`src/rtl/nps_ram.sv`:
```
// ----------------------------------------------------------------------------
// nps_ram
// Generic simple dual-port RAM, one write and one registered read port.
// ----------------------------------------------------------------------------
module nps_ram #(
    parameter int WIDTH = 8,
    parameter int DEPTH = 16
) (
    input  logic                     clk,
    input  logic                     we,
    input  logic [$clog2(DEPTH)-1:0] waddr,
    input  logic [WIDTH-1:0]         wdata,
    input  logic                     re,
    input  logic [$clog2(DEPTH)-1:0] raddr,
    output logic [WIDTH-1:0]         rdata
);

    logic [WIDTH-1:0] mem_reg [DEPTH];
    logic [WIDTH-1:0] rdata_reg;

    always_ff @(posedge clk)
    begin
        if (we)
        begin
            mem_reg[waddr] <= wdata;
        end
        if (re)
        begin
            rdata_reg <= mem_reg[raddr];
        end
    end

    assign rdata = rdata_reg;

endmodule

```
`config.mk`:
```
export PLATFORM = sky130hd
export DESIGN_NAME = nps_ram
export DESIGN_NICKNAME = d
export VERILOG_FILES = /design/src/rtl/nps_ram.sv
export SDC_FILE = /design/constraint.sdc
export NUM_CORES = 1
export LEC_CHECK = 0
export ABC_AREA = 1
export BUFFER_PORTS_ARGS = -buffer_cell sky130_fd_sc_hd__clkbuf_2
export CAP_MARGIN = 40
export CORE_UTILIZATION = 30
export DETAILED_ROUTE_END_ITERATION = 12
export GPL_ROUTABILITY_DRIVEN = 0
export PLACE_DENSITY = 0.45
export SLEW_MARGIN = 5
export SYNTH_ARGS = -nofsm -noshare
export SYNTH_HDL_FRONTEND = slang
export SYNTH_SLANG_ARGS = --single-unit
```
`constraint.sdc`:
```
create_clock -name clk -period 1.5 [get_ports clk]
set_input_delay 0.15 -clock clk [delete_from_list [all_inputs] [get_ports clk]]
set_output_delay 0.15 -clock clk [all_outputs]
set_load 0.01 [all_outputs]
```
# Word level (Yosys, flattened, before mapping)
# Memories as Yosys holds them, arrays and structs flattened. A register that Yosys moved wholly into a read port is not among the register bits.
# Cells that the tools add are included.
# W data, S select, Z words.
[word_totals] reg_bits=0 ram_bits=128 memories=1
[op_classes] n_mux=2
[mem_list] memory="mem_reg" depth=16 word_bits=8 read_ports=1 rd_ports_with_merged_regs=1 write_ports=1 line="18" rtl="logic [WIDTH-1:0] mem_reg [DEPTH];"
[op_table] op="$mux W1" n=2

# Longest topological paths before layout
[logic_depth] word_depth=2 mapped_depth=8 ltp_nobuf=7

# Worst setup path before layout
# No wires, ideal clock.
[synth_path] path_kind="input to register" start="input waddr[2]" end="memory mem_reg[10][0], enable pin" t_arrival_ns=0.731 required_time_ns=1.130 path_slack_ns=0.399 cell_stages=2 path_buffers=0 cell_sequence="nand3b_1 -> nor2_1"
[synth_rtl] item="start: declaration" line="11" rtl="input logic [$clog2(DEPTH)-1:0] waddr,"
[synth_rtl] item="end: declaration" line="18"
# Straight into the memory's write port.

==> results by group <==
Critical path
  • CP arrival: 1.34 ns
  • Worst path most repeated cell: nand3_1
  • Max FO, Critical Path: 1
  • R2r endpoint: rdata[0]
  • CP Data Required Time: between 1.5 and 2 ns
  • CP max stage delay: roughly 0.35 ns
  • Top cell family by delay on the critical path: simple AND/OR/NAND/NOR gates
  • Startpoint types: register
  • WP depth: 6
  • R2r worst-path depth: 6
  • CP Capture Type: register
  • FF-to-FF setup slack: 0.32 ns
  • WP buf/inv: 1
  • Critical path class: register to register
  • Critical Path, Cell by Cell: inv_1 > nand2_1 > nand3_1 > nand3_1 > nand3_1 > nand2_1
  • Critical R2R Launch: mem_reg[13][0]
  • Cell at the slowest stage of the critical path: edfxtp_1

Yosys
  • Post-synth EDFFs: around 140
  • Post-Syn Area: between 5000 and 6000 sq um
  • Post-synth top area share: a little over two thirds
  • Fraction of registers with async set/reset: 0%
  • Dominant cells by area after synthesis: edfxtp_1 70%, nand2_1 11%, nand3_1 8.3%
  • Synth Register Bits: 136
  • Register area share after synthesis: around 70%
  • Syn avg cell area: between 10 and 15 sq um
  • Distinct cells, synth: 11
  • Synthesized Nets: 570
  • Most numerous cell in the Yosys netlist: nand2_1
  • Cell taking the most area after synthesis: edfxtp_1
  • Yosys warnings: 0
  • Main synth FF type: edfxtp_1
  • Cell count after synthesis: about 550
  • Post-synth top cells: 173 x nand2_1, 136 x edfxtp_1, 100 x inv_1

Worst hold path
  • Min-Delay Path Class: input pin to register
  • Hold Path Stages: 1
  • Hold worst-path end: rdata[2]
  • Hold Startpoint: re

STA
  • Setup violators final: 0
  • Count of final hold-check violations: 0
  • RSZ-0062 raised after global routing: false
  • Relative slew slack: between 50% and 60%
  • Hold WS: roughly 0.11 ns
  • Period utilization: about four fifths
  • Clock Skews: ~0.0038 ns
  • Final worst path period need: about 1.2 ns
  • Fmax: about 0.84 GHz
  • Setup_tns: 0 ns
  • Slew @ Worst Pin: 0.657 ns
  • Slew Limit Fails: 0

Routing
  • Top sig layer: met4
  • First-pass DRT Iterations: 7
  • Metal2 WL: roughly 6700 um
  • DR iter-0 viols: 365
  • Met3 routed WL: roughly 770 um
  • DR vias: 3794
  • DRC violations left: 0
  • DR WL/cell: roughly 17 um
  • WL final: 14400 um
  • Via-per-instance ratio: 4.37
  • Final ANT Viol Nets: 0
  • M1 WL: 6770 um

Layout
  • Final net count: approximately 600
  • Inserted Diodes: 0
  • Number of flip-flops in the largest register: about 130
  • Fillcell total: roughly 1900
  • Synth-to-Final Area Change: 18.7%
  • Share of post-route cells with drive strength above 1: about an eighth
  • Final design utilization: between 30% and 40%

Clocking
  • Post-CTS Setup Inserts: 0
  • CTS tree: yes
  • H-tree Lvls: 4
  • Clock Path Buffers: 2
  • Post-CTS resize count: 0
  • Clk sink count: about 140
  • Clock transition at the registers of the reported paths: 0.06 ns
  • TritonCTS Buffers: 17
  • Hold Buf Count CTS: 0
  • Clk_lat worst skew: roughly 0.42 ns
  • Root buffer cell: clkbuf_16

Global route
  • Grt ovf: 0
  • Vias in the first global route: a little under 4000
  • First-pass GRT wire length: around 22000 um
  • Total Routing Usage GR: between 15 and 20%
  • Pin count of the biggest net entering global routing: 65
  • Antenna violations before repair: 0

Floorplanning
  • Ports: 27
  • Die outline area: about 20000 sq um
  • Die width: between 100 and 150 um
  • Rows: 50
  • Core ar.: ~19000 sq um
  • Die span in y: around 140 um
  • Initial Utilization: between 30% and 40%

Power
  • Power Internal: roughly 7.2 mW
  • VDD IR max: 0.750 mV
  • Combinational power share: 5.9%
  • Sequential share of power: between 40 and 50%
  • Switch share: 21.5%
  • Total power: between 9 and 10 mW
  • Part of the power in the clock network: a little under half
  • Switching power: 1.96 mW
  • Pwr dens: about 1300 nW/um^2
  • Leakage: roughly 2.9 nW

Job
  • Maxcap violations: 0

Status
  • Outcome: complete, no violations

Placement
  • I/O Buffers: 26
  • Detail Placement HPWL: 9120 um
[power by group through the flow]
| stage | Clock [mW] | Combinational [mW] | Sequential [mW] |
|---|---|---|---|
| global placement | 0 | 0.546 | 4.38 |
| floorplan | 0 | 0.300 | 4.39 |
| global route | 4.55 | 0.600 | 4.31 |
| finish | 4.31 | 0.538 | 4.30 |
| CTS | 4.38 | 0.550 | 4.31 |
| detailed placement | 0 | 0.547 | 4.38 |
[logic make-up after synthesis]
| group | after synthesis | share of synthesized area (%) |
|---|---|---|
| buf+inv | 126 | 9.39 |
| flops | 136 | 69.8 |
| simple gates | 289 | 20.8 |
[area by class of cell]
type	instances	area (sq um)	area share, %
Clock inverter	15	184	2.65
Multi-Input combinational cell	289	1210	17.5
Inverter	102	383	5.51
Sequential cell	136	4080	58.8
Clock buffer	17	425	6.13
Tap cell	260	325	4.69
Timing Repair Buffer	49	328	4.72
[through the flow]
step | instances | area [sq um] | setup slack (ns)
6_report | 868 | 6940 | 0.315
4_1_cts | 868 | 6940 | 0.305
2_1_floorplan | 551 | 5850 | 0.399
3_5_place_dp | 836 | 6330 | 0.0381
3_3_place_gp | 836 | 6330 | 0.0603
5_1_grt | 868 | 6940 | 0.267
[cells in the final DEF, fill, tap and decap left out]
cell,instances
buf_12,2
inv_1,100
inv_2,2
buf_4,21
clkbuf_2,26
nand3_1,97
nand3b_1,2
edfxtp_1,136
nand2_1,173
nor2_1,17
clkinv_1,3
clkinvlp_4,5
clkbuf_16,17
bufinv_16,4
clkinv_2,3
[per-layer routing]
| layer | vias to the layer above | track usage [%] |
|---|---|---|
| li1 | 1863 | - |
| met5 | - | 0 |
| met4 | 0 | 6.51 |
| met3 | 18 | 3.64 |
| met1 | 1814 | 21.0 |
| met2 | 99 | 23.8 |
[how the worst max path moves through the flow]
stage,startpoint,end,slack [ns]
floorplan,waddr[2],mem_reg[10][0],0.40
global placement,raddr[0],rdata[4],0.06
detailed placement,raddr[1],rdata[0],0.04
CTS,mem_reg[13][0],rdata[0],0.31
global route,mem_reg[15][0],rdata[0],0.27
finish,mem_reg[13][0],rdata[0],0.32
No activity file was read; power rests on OpenSTA's default activity.
