--- src/rtl/nps_pkg.sv ---
// ----------------------------------------------------------------------------
// nps_pkg
// Shared widths, defaults and codes for the nearest point search unit.
// ----------------------------------------------------------------------------
package nps_pkg;

    localparam int DEF_TABLE_DEPTH = 4096;
    localparam int DEF_COORD_BITS  = 24;

    localparam int IDX_W    = 12;
    localparam int VCOUNT_W = 13;
    localparam int DIST_W   = 50;

    localparam logic [DIST_W-1:0] DIST_MAX = {DIST_W{1'b1}};

    localparam logic OP_STORE = 1'b0;
    localparam logic OP_QUERY = 1'b1;

endpackage

--- src/rtl/nps_dist.sv ---
// ----------------------------------------------------------------------------
// nps_dist
// Three-stage squared distance unit: difference magnitude, square, sum.
// ----------------------------------------------------------------------------
module nps_dist #(
    parameter int COORD_BITS = nps_pkg::DEF_COORD_BITS,
    parameter int ADDR_W     = 12
) (
    input  logic                          clk,
    input  logic                          rst_n,
    input  logic                          in_valid,
    input  logic [ADDR_W-1:0]             in_idx,
    input  logic [3*COORD_BITS-1:0]       in_point,
    input  logic [3*COORD_BITS-1:0]       in_query,
    output logic                          out_valid,
    output logic [ADDR_W-1:0]             out_idx,
    output logic [3*COORD_BITS-1:0]       out_point,
    output logic [nps_pkg::DIST_W-1:0]    out_dist,
    output logic                          busy
);

    localparam int CB    = COORD_BITS;
    localparam int PT_W  = 3 * CB;
    localparam int SQ_W  = 2 * CB;
    localparam int SUM_W = SQ_W + 2;
    localparam int EXT_W = (SUM_W > nps_pkg::DIST_W) ? SUM_W : nps_pkg::DIST_W;

    logic signed [CB:0]  diff [3];
    logic [CB-1:0]       mag_next [3];
    logic [SQ_W-1:0]     sq_next [3];
    logic [SUM_W-1:0]    sum;
    logic [EXT_W-1:0]    sum_ext;
    logic [nps_pkg::DIST_W-1:0] dist_next;

    logic                s1_vld_reg;
    logic [ADDR_W-1:0]   s1_idx_reg;
    logic [PT_W-1:0]     s1_pt_reg;
    logic [CB-1:0]       s1_mag_reg [3];

    logic                s2_vld_reg;
    logic [ADDR_W-1:0]   s2_idx_reg;
    logic [PT_W-1:0]     s2_pt_reg;
    logic [SQ_W-1:0]     s2_sq_reg [3];

    logic                s3_vld_reg;
    logic [ADDR_W-1:0]   s3_idx_reg;
    logic [PT_W-1:0]     s3_pt_reg;
    logic [nps_pkg::DIST_W-1:0] s3_dist_reg;

    always_comb
    begin
        for (int k = 0; k < 3; k++)
        begin
            diff[k] = $signed({in_point[(2-k)*CB+CB-1], in_point[(2-k)*CB +: CB]})
                    - $signed({in_query[(2-k)*CB+CB-1], in_query[(2-k)*CB +: CB]});
            mag_next[k] = diff[k][CB] ? CB'(-diff[k]) : CB'(diff[k]);
            sq_next[k]  = s1_mag_reg[k] * s1_mag_reg[k];
        end
    end

    assign sum     = SUM_W'(s2_sq_reg[0]) + SUM_W'(s2_sq_reg[1]) + SUM_W'(s2_sq_reg[2]);
    assign sum_ext = EXT_W'(sum);
    assign dist_next = (sum_ext >= EXT_W'(nps_pkg::DIST_MAX)) ? nps_pkg::DIST_MAX
                                                             : sum_ext[nps_pkg::DIST_W-1:0];

    always_ff @(posedge clk or negedge rst_n)
    begin
        if (!rst_n)
        begin
            s1_vld_reg <= 1'b0;
            s2_vld_reg <= 1'b0;
            s3_vld_reg <= 1'b0;
        end
        else
        begin
            s1_vld_reg <= in_valid;
            s2_vld_reg <= s1_vld_reg;
            s3_vld_reg <= s2_vld_reg;
        end
    end

    always_ff @(posedge clk)
    begin
        s1_idx_reg  <= in_idx;
        s1_pt_reg   <= in_point;
        s2_idx_reg  <= s1_idx_reg;
        s2_pt_reg   <= s1_pt_reg;
        s3_idx_reg  <= s2_idx_reg;
        s3_pt_reg   <= s2_pt_reg;
        s3_dist_reg <= dist_next;
        for (int k = 0; k < 3; k++)
        begin
            s1_mag_reg[k] <= mag_next[k];
            s2_sq_reg[k]  <= sq_next[k];
        end
    end

    assign out_valid = s3_vld_reg;
    assign out_idx   = s3_idx_reg;
    assign out_point = s3_pt_reg;
    assign out_dist  = s3_dist_reg;
    assign busy      = s1_vld_reg | s2_vld_reg | s3_vld_reg;

endmodule

--- config.mk ---
export PLATFORM = sky130hd
export DESIGN_NAME = nps_dist
export DESIGN_NICKNAME = d
export VERILOG_FILES = /design/src/rtl/nps_pkg.sv /design/src/rtl/nps_dist.sv
export SDC_FILE = /design/constraint.sdc
export NUM_CORES = 2
export LEC_CHECK = 0
export BUFFER_PORTS_ARGS = -buffer_cell sky130_fd_sc_hd__buf_2
export CORE_AREA = 2 2 393 395
export DETAILED_ROUTE_END_ITERATION = 8
export DIE_AREA = 0 0 395 397
export PLACE_DENSITY_LB_ADDON = 0.12
export SYNTH_ARGS = -nofsm -noshare
export SYNTH_HDL_FRONTEND = slang
export SYNTH_SLANG_ARGS = --single-unit
--- constraint.sdc ---
create_clock -name clk -period 8.2 [get_ports clk]
set_input_delay 2.05 -clock clk [delete_from_list [all_inputs] [get_ports clk]]
set_output_delay 2.05 -clock clk [all_outputs]
set_load 0.01 [all_outputs]
# ---- Word-level counts from Yosys, hierarchy flattened
# Memories as Yosys holds them, arrays and structs flattened.
# Cells that the tools add are included.
dict set report word_totals {
  output_inout_bits 136
  in_bits 159
  reg_bits 305
  ramBits 216
  mem_count 2
}
dict set report classes {
  muxes 3
  bitwise 2
  n_addsub 8
  n_mul 3
  order_cmp 1
}
# memory words width rd rd_clocked_by_memory_dff write_ports line_no
set memory_table {}
lappend memory_table {s2_sq_reg 3 48 3 0 3 nps_dist.sv:43} ;# logic [SQ_W-1:0] s2_sq_reg [3];
lappend memory_table {s1_mag_reg 3 24 3 0 3 nps_dist.sv:38} ;# logic [CB-1:0] s1_mag_reg [3];
# operator count
set ops {}
lappend ops {{$mul 24x24->48} 3}
lappend ops {{$sub 24x24->25} 3}
lappend ops {{$mux 24} 3}
lappend ops {{$neg 24->24} 3}
lappend ops {{$add 49x48->50} 1}
lappend ops {{$ge 50x50->1 const B} 1}
lappend ops {{$add 48x48->49} 1}
lappend ops {{$or 1x1->1} 2}

# ---- Logic depth before layout (Yosys ltp)
dict set report logic_depth {
  depth_word 3
  mapped_depth 29
  mapped_depth_nobuf 27
}

# ---- Worst setup path before layout
# Ideal clock, no wire load.
dict set report synth_timing {
  path_kind {reg-to-reg}
  startpoint {memory s1_mag_reg[0][2] (netlist bit)}
  endpoint {memory s2_sq_reg[0][47] (netlist bit)}
  arrival_ns 7.077
  synth_period_minus_slack_ns 7.204
  setup_ns 0.127
  stages_incl_launch_ff 28
  n_path_buf 1
  setup_slack_ns 0.996
  t_required_ns 8.073
  cell_sequence {dfxtp_1 -> clkbuf_1 -> nand2_1 -> fa_1 -> inv_1 -> fa_1 -> inv_1 -> fa_1 -> inv_1 -> fa_1 -> inv_1 -> fa_1 -> inv_1 -> fa_1 -> inv_1 -> fa_1 -> inv_1 -> ha_1 -> a21o_1 -> a21o_1 -> a221oi_1 -> a311oi_1 -> o2111ai_1 -> a41oi_1 -> a221o_1 -> nor2b_1 -> a221oi_1 -> xnor2_1}
}
# item line_no
set synth_lines {}
lappend synth_lines {{start, declared} nps_dist.sv:38}
lappend synth_lines {{end, declared} nps_dist.sv:43}

==> flow_metrics.env <==
export IMPL_num_io_pins=295
export IMPL_setup_violations_final=0
export IMPL_criticalPathCategory="register to register"
export IMPL_async_reset_ff_share_pct=0.579
export IMPL_synth_mux_area_share_pct=0.219
export IMPL_post_route_period_util_pct=95.9
export IMPL_relSlewSlack_pct=19.2
export IMPL_holdBufCountCts=0
export IMPL_antenna_found_initial=8
export IMPL_wl_per_cell_um=17.6
export IMPL_synth_distinct_cells=81
export IMPL_path_max_fanout=8
export IMPL_hold_path_class="register to register"
export IMPL_final_common_cell="inv_1"
export IMPL_cts_tree="done"
export IMPL_largest_reg_flops=141
export IMPL_synth_seq_cells=518
export IMPL_worst_slew_pin_slew_ns=1.20
export IMPL_cts_htree_levels=2
export IMPL_root_buffer="clkbuf_16"
export IMPL_cap_viol_max_count=0
export IMPL_worstPathRequired_ns=8.74
export IMPL_dieArea_mm2=0.157
export IMPL_grt_pass1_vias=51600
export IMPL_end_kind="register"
export IMPL_core_area_mm2=0.153
export IMPL_post_drt_via_cell_ratio=4.92
export IMPL_yosys_area_share_adder_pct=50.5
export IMPL_synth_top_family_by_area="adder cells"
export IMPL_io_buffers=294
export IMPL_grt_pass1_wl_mm=277
export IMPL_insertion_delay_ns=0.68
export IMPL_drt_iter0_drc=2389
export IMPL_num_rows=144
export IMPL_synthSimpleGateAreaFrac_pct=10.5
export IMPL_path_depth=27
export IMPL_gp_congestion=0.945
export IMPL_cp_top_family="adder cells"
export IMPL_area_delta_synth_final_pct=9.58
export IMPL_cts_buffers=58
export IMPL_crit_buf_inv=8
export IMPL_yosys_warnings=0
export IMPL_fin_hold_ws_ns=0.322
export IMPL_skew_ns=0.0384
export IMPL_track_usage_pct=22.3
export IMPL_nets=9640
export IMPL_yosys_most_used_dff="dfxtp_1"
export IMPL_syn_inst=7214
export IMPL_place_inst=9504
export IMPL_start_kind="register"
export IMPL_synth_compound_area_share_pct=7.73
export IMPL_drv_slew=0
export IMPL_synth_top_area_share_pct=38.7
export IMPL_synth_edf_count=0
export IMPL_yosys_top_cells_area="fa_1 (39%), dfxtp_1 (15%), ha_1 (12%)"
export IMPL_status="completed"
export IMPL_fp_dieH_um=397
export IMPL_clockBufferDepth=3
export IMPL_dr_pass1_iters=6
export IMPL_synth_xor_area_share_pct=4.07
export IMPL_clock_sinks=518
export IMPL_cpMaxStageDelayCell="dfxtp_1"
export IMPL_cts_clk_slew_worst_paths_ns=0.06
export IMPL_synth_top_area_cell="fa_1"
export IMPL_dieWidth_um=395
export IMPL_syn_avg_cell_area_um2=9.44
export IMPL_dp_hpwl_mm=144
export IMPL_hold_path_cell_count=0
export IMPL_cp_arrival_ns=8.41
export IMPL_crit_path_frequent_cell="fa_1"
export IMPL_stdcell_count=9618
export IMPL_postLayoutCoreUtil_pct=48.8
export IMPL_globalRouteOverflowTotal=0
export IMPL_rsz0062_at_grt="no"
export IMPL_num_vias=47300
export IMPL_routed_wl_mm=169
export IMPL_ys_seq_area_share_pct=15.2
export IMPL_drc=0
export IMPL_start_util_pct=44.5
export IMPL_critPathMaxStageDelay_ns=0.64
export IMPL_drive_above_1_share_pct=7.90
export IMPL_r2r_cells=27
export IMPL_hold_violations=0
export IMPL_layout_common_cells="inv_1 (1920), fa_1 (1317), ha_1 (644), nand2_1 (591), dfxtp_1 (502)"
export IMPL_fmax_ghz=0.127
export IMPL_grt_max_degree=25
export IMPL_period_minus_slack_ns=7.87
export IMPL_synth_area_mm2=0.0681
export IMPL_drt_antenna_violating_nets=0
final timing paths:
check	from	endpoint	slack, ns
worst max-delay path	s1_mag_reg[0][4]	s2_sq_reg[0][46]	0.33
worst min-delay path	s1_pt_reg[59]	s2_pt_reg[59]	0.32
worst max register to register	s1_mag_reg[0][4]	s2_sq_reg[0][46]	0.33
worst min register to register	s1_pt_reg[59]	s2_pt_reg[59]	0.32
max in group asynchronous	rst_n	s2_vld_reg	6.94
min in group asynchronous	rst_n	s1_vld_reg	1.15
cell type report:
cell class | instances | area (um^2)
tap | 2044 | 2560
sequential | 518 | 10400
clock inverter | 34 | 395
timing repair buffer | 444 | 2610
inverter | 1920 | 7210
antenna | 4 | 10.0
multi-input combinational | 4578 | 49800
fill | 14600 | 78300
clock buffer | 76 | 1650
kinds of logic (layout without fill, tap and decap cells):
group | Yosys count | count (layout)
AO/OA/AOI/OAI | 807 | 807
XOR/XNOR | 317 | 317
adder cells (fa/ha/maj) | 1961 | 1961
buffers and inverters | 2119 | 2474
flip-flops | 518 | 518
multiplexers | 14 | 14
other | 2 | 7
AND/OR/NAND/NOR | 1476 | 1476
worst reg2reg max path, cell delays in order, from the launching register on:
cell and delay [ns]:
dfxtp_1 0.64, buf_4 0.25, nand2_1 0.12, fa_1 0.55, inv_1 0.06, fa_1 0.46, fa_1 0.55, inv_1 0.05
fa_1 0.51, inv_1 0.06, fa_1 0.51, fa_1 0.53, inv_1 0.06, fa_1 0.54, inv_1 0.08, ha_1 0.35
a21o_1 0.20, a21oi_1 0.21, o21ai_0 0.14, a211o_1 0.36, a211oi_1 0.29, buf_4 0.19, o31ai_1 0.09, buf_4 0.17
a21o_1 0.17, a21oi_1 0.30, o31a_1 0.21, o311ai_1 0.10
per-stage QoR:
stage	cell area, um^2	worst slack (ns)	TNS [ns]
floorplan	68100	0.996	0
global placement	72600	0.0357	0
detailed placement	72600	-0.0155	-0.0155
CTS	74600	0.168	0
global route	74600	0.0193	0
finish	74700	0.334	0
Yosys cell counts, types with 20 or more instances:
master and n:
o21ai_0 123, nor3_1 45, inv_1 1920, a21o_1 122
dfxtp_1 515, o21bai_1 33, nand4_1 34, a21oi_1 246
o211ai_1 20, fa_1 1317, and2_1 356, xnor2_1 220
or3_1 20, a211oi_1 34, ha_1 644, o21a_1 33
nand2b_1 30, nor2b_1 47, nand2_1 591, a31oi_1 34
nor2_1 225, and3_1 31, nand3_1 42, clkbuf_1 195
xor2_1 97
routing by layer:
layer  up-vias  track usage (%)  part of all wire, %
met5         -                0                0.022
met4         6             4.90                  2.3
met3       184             3.04                  4.8
met2       905             37.9                   48
met1     23800             30.4                   45
li1      22400                -                    -
repair_timing:
action / in CTS / in global routing
endpoints found under the setup margin: 1 / 9
resized for setup: 1 / 16
setup buffers: 0 / 0
Power is not shown: default switching activity piles up to over one toggle a cycle in this logic, so the estimate is an artifact.
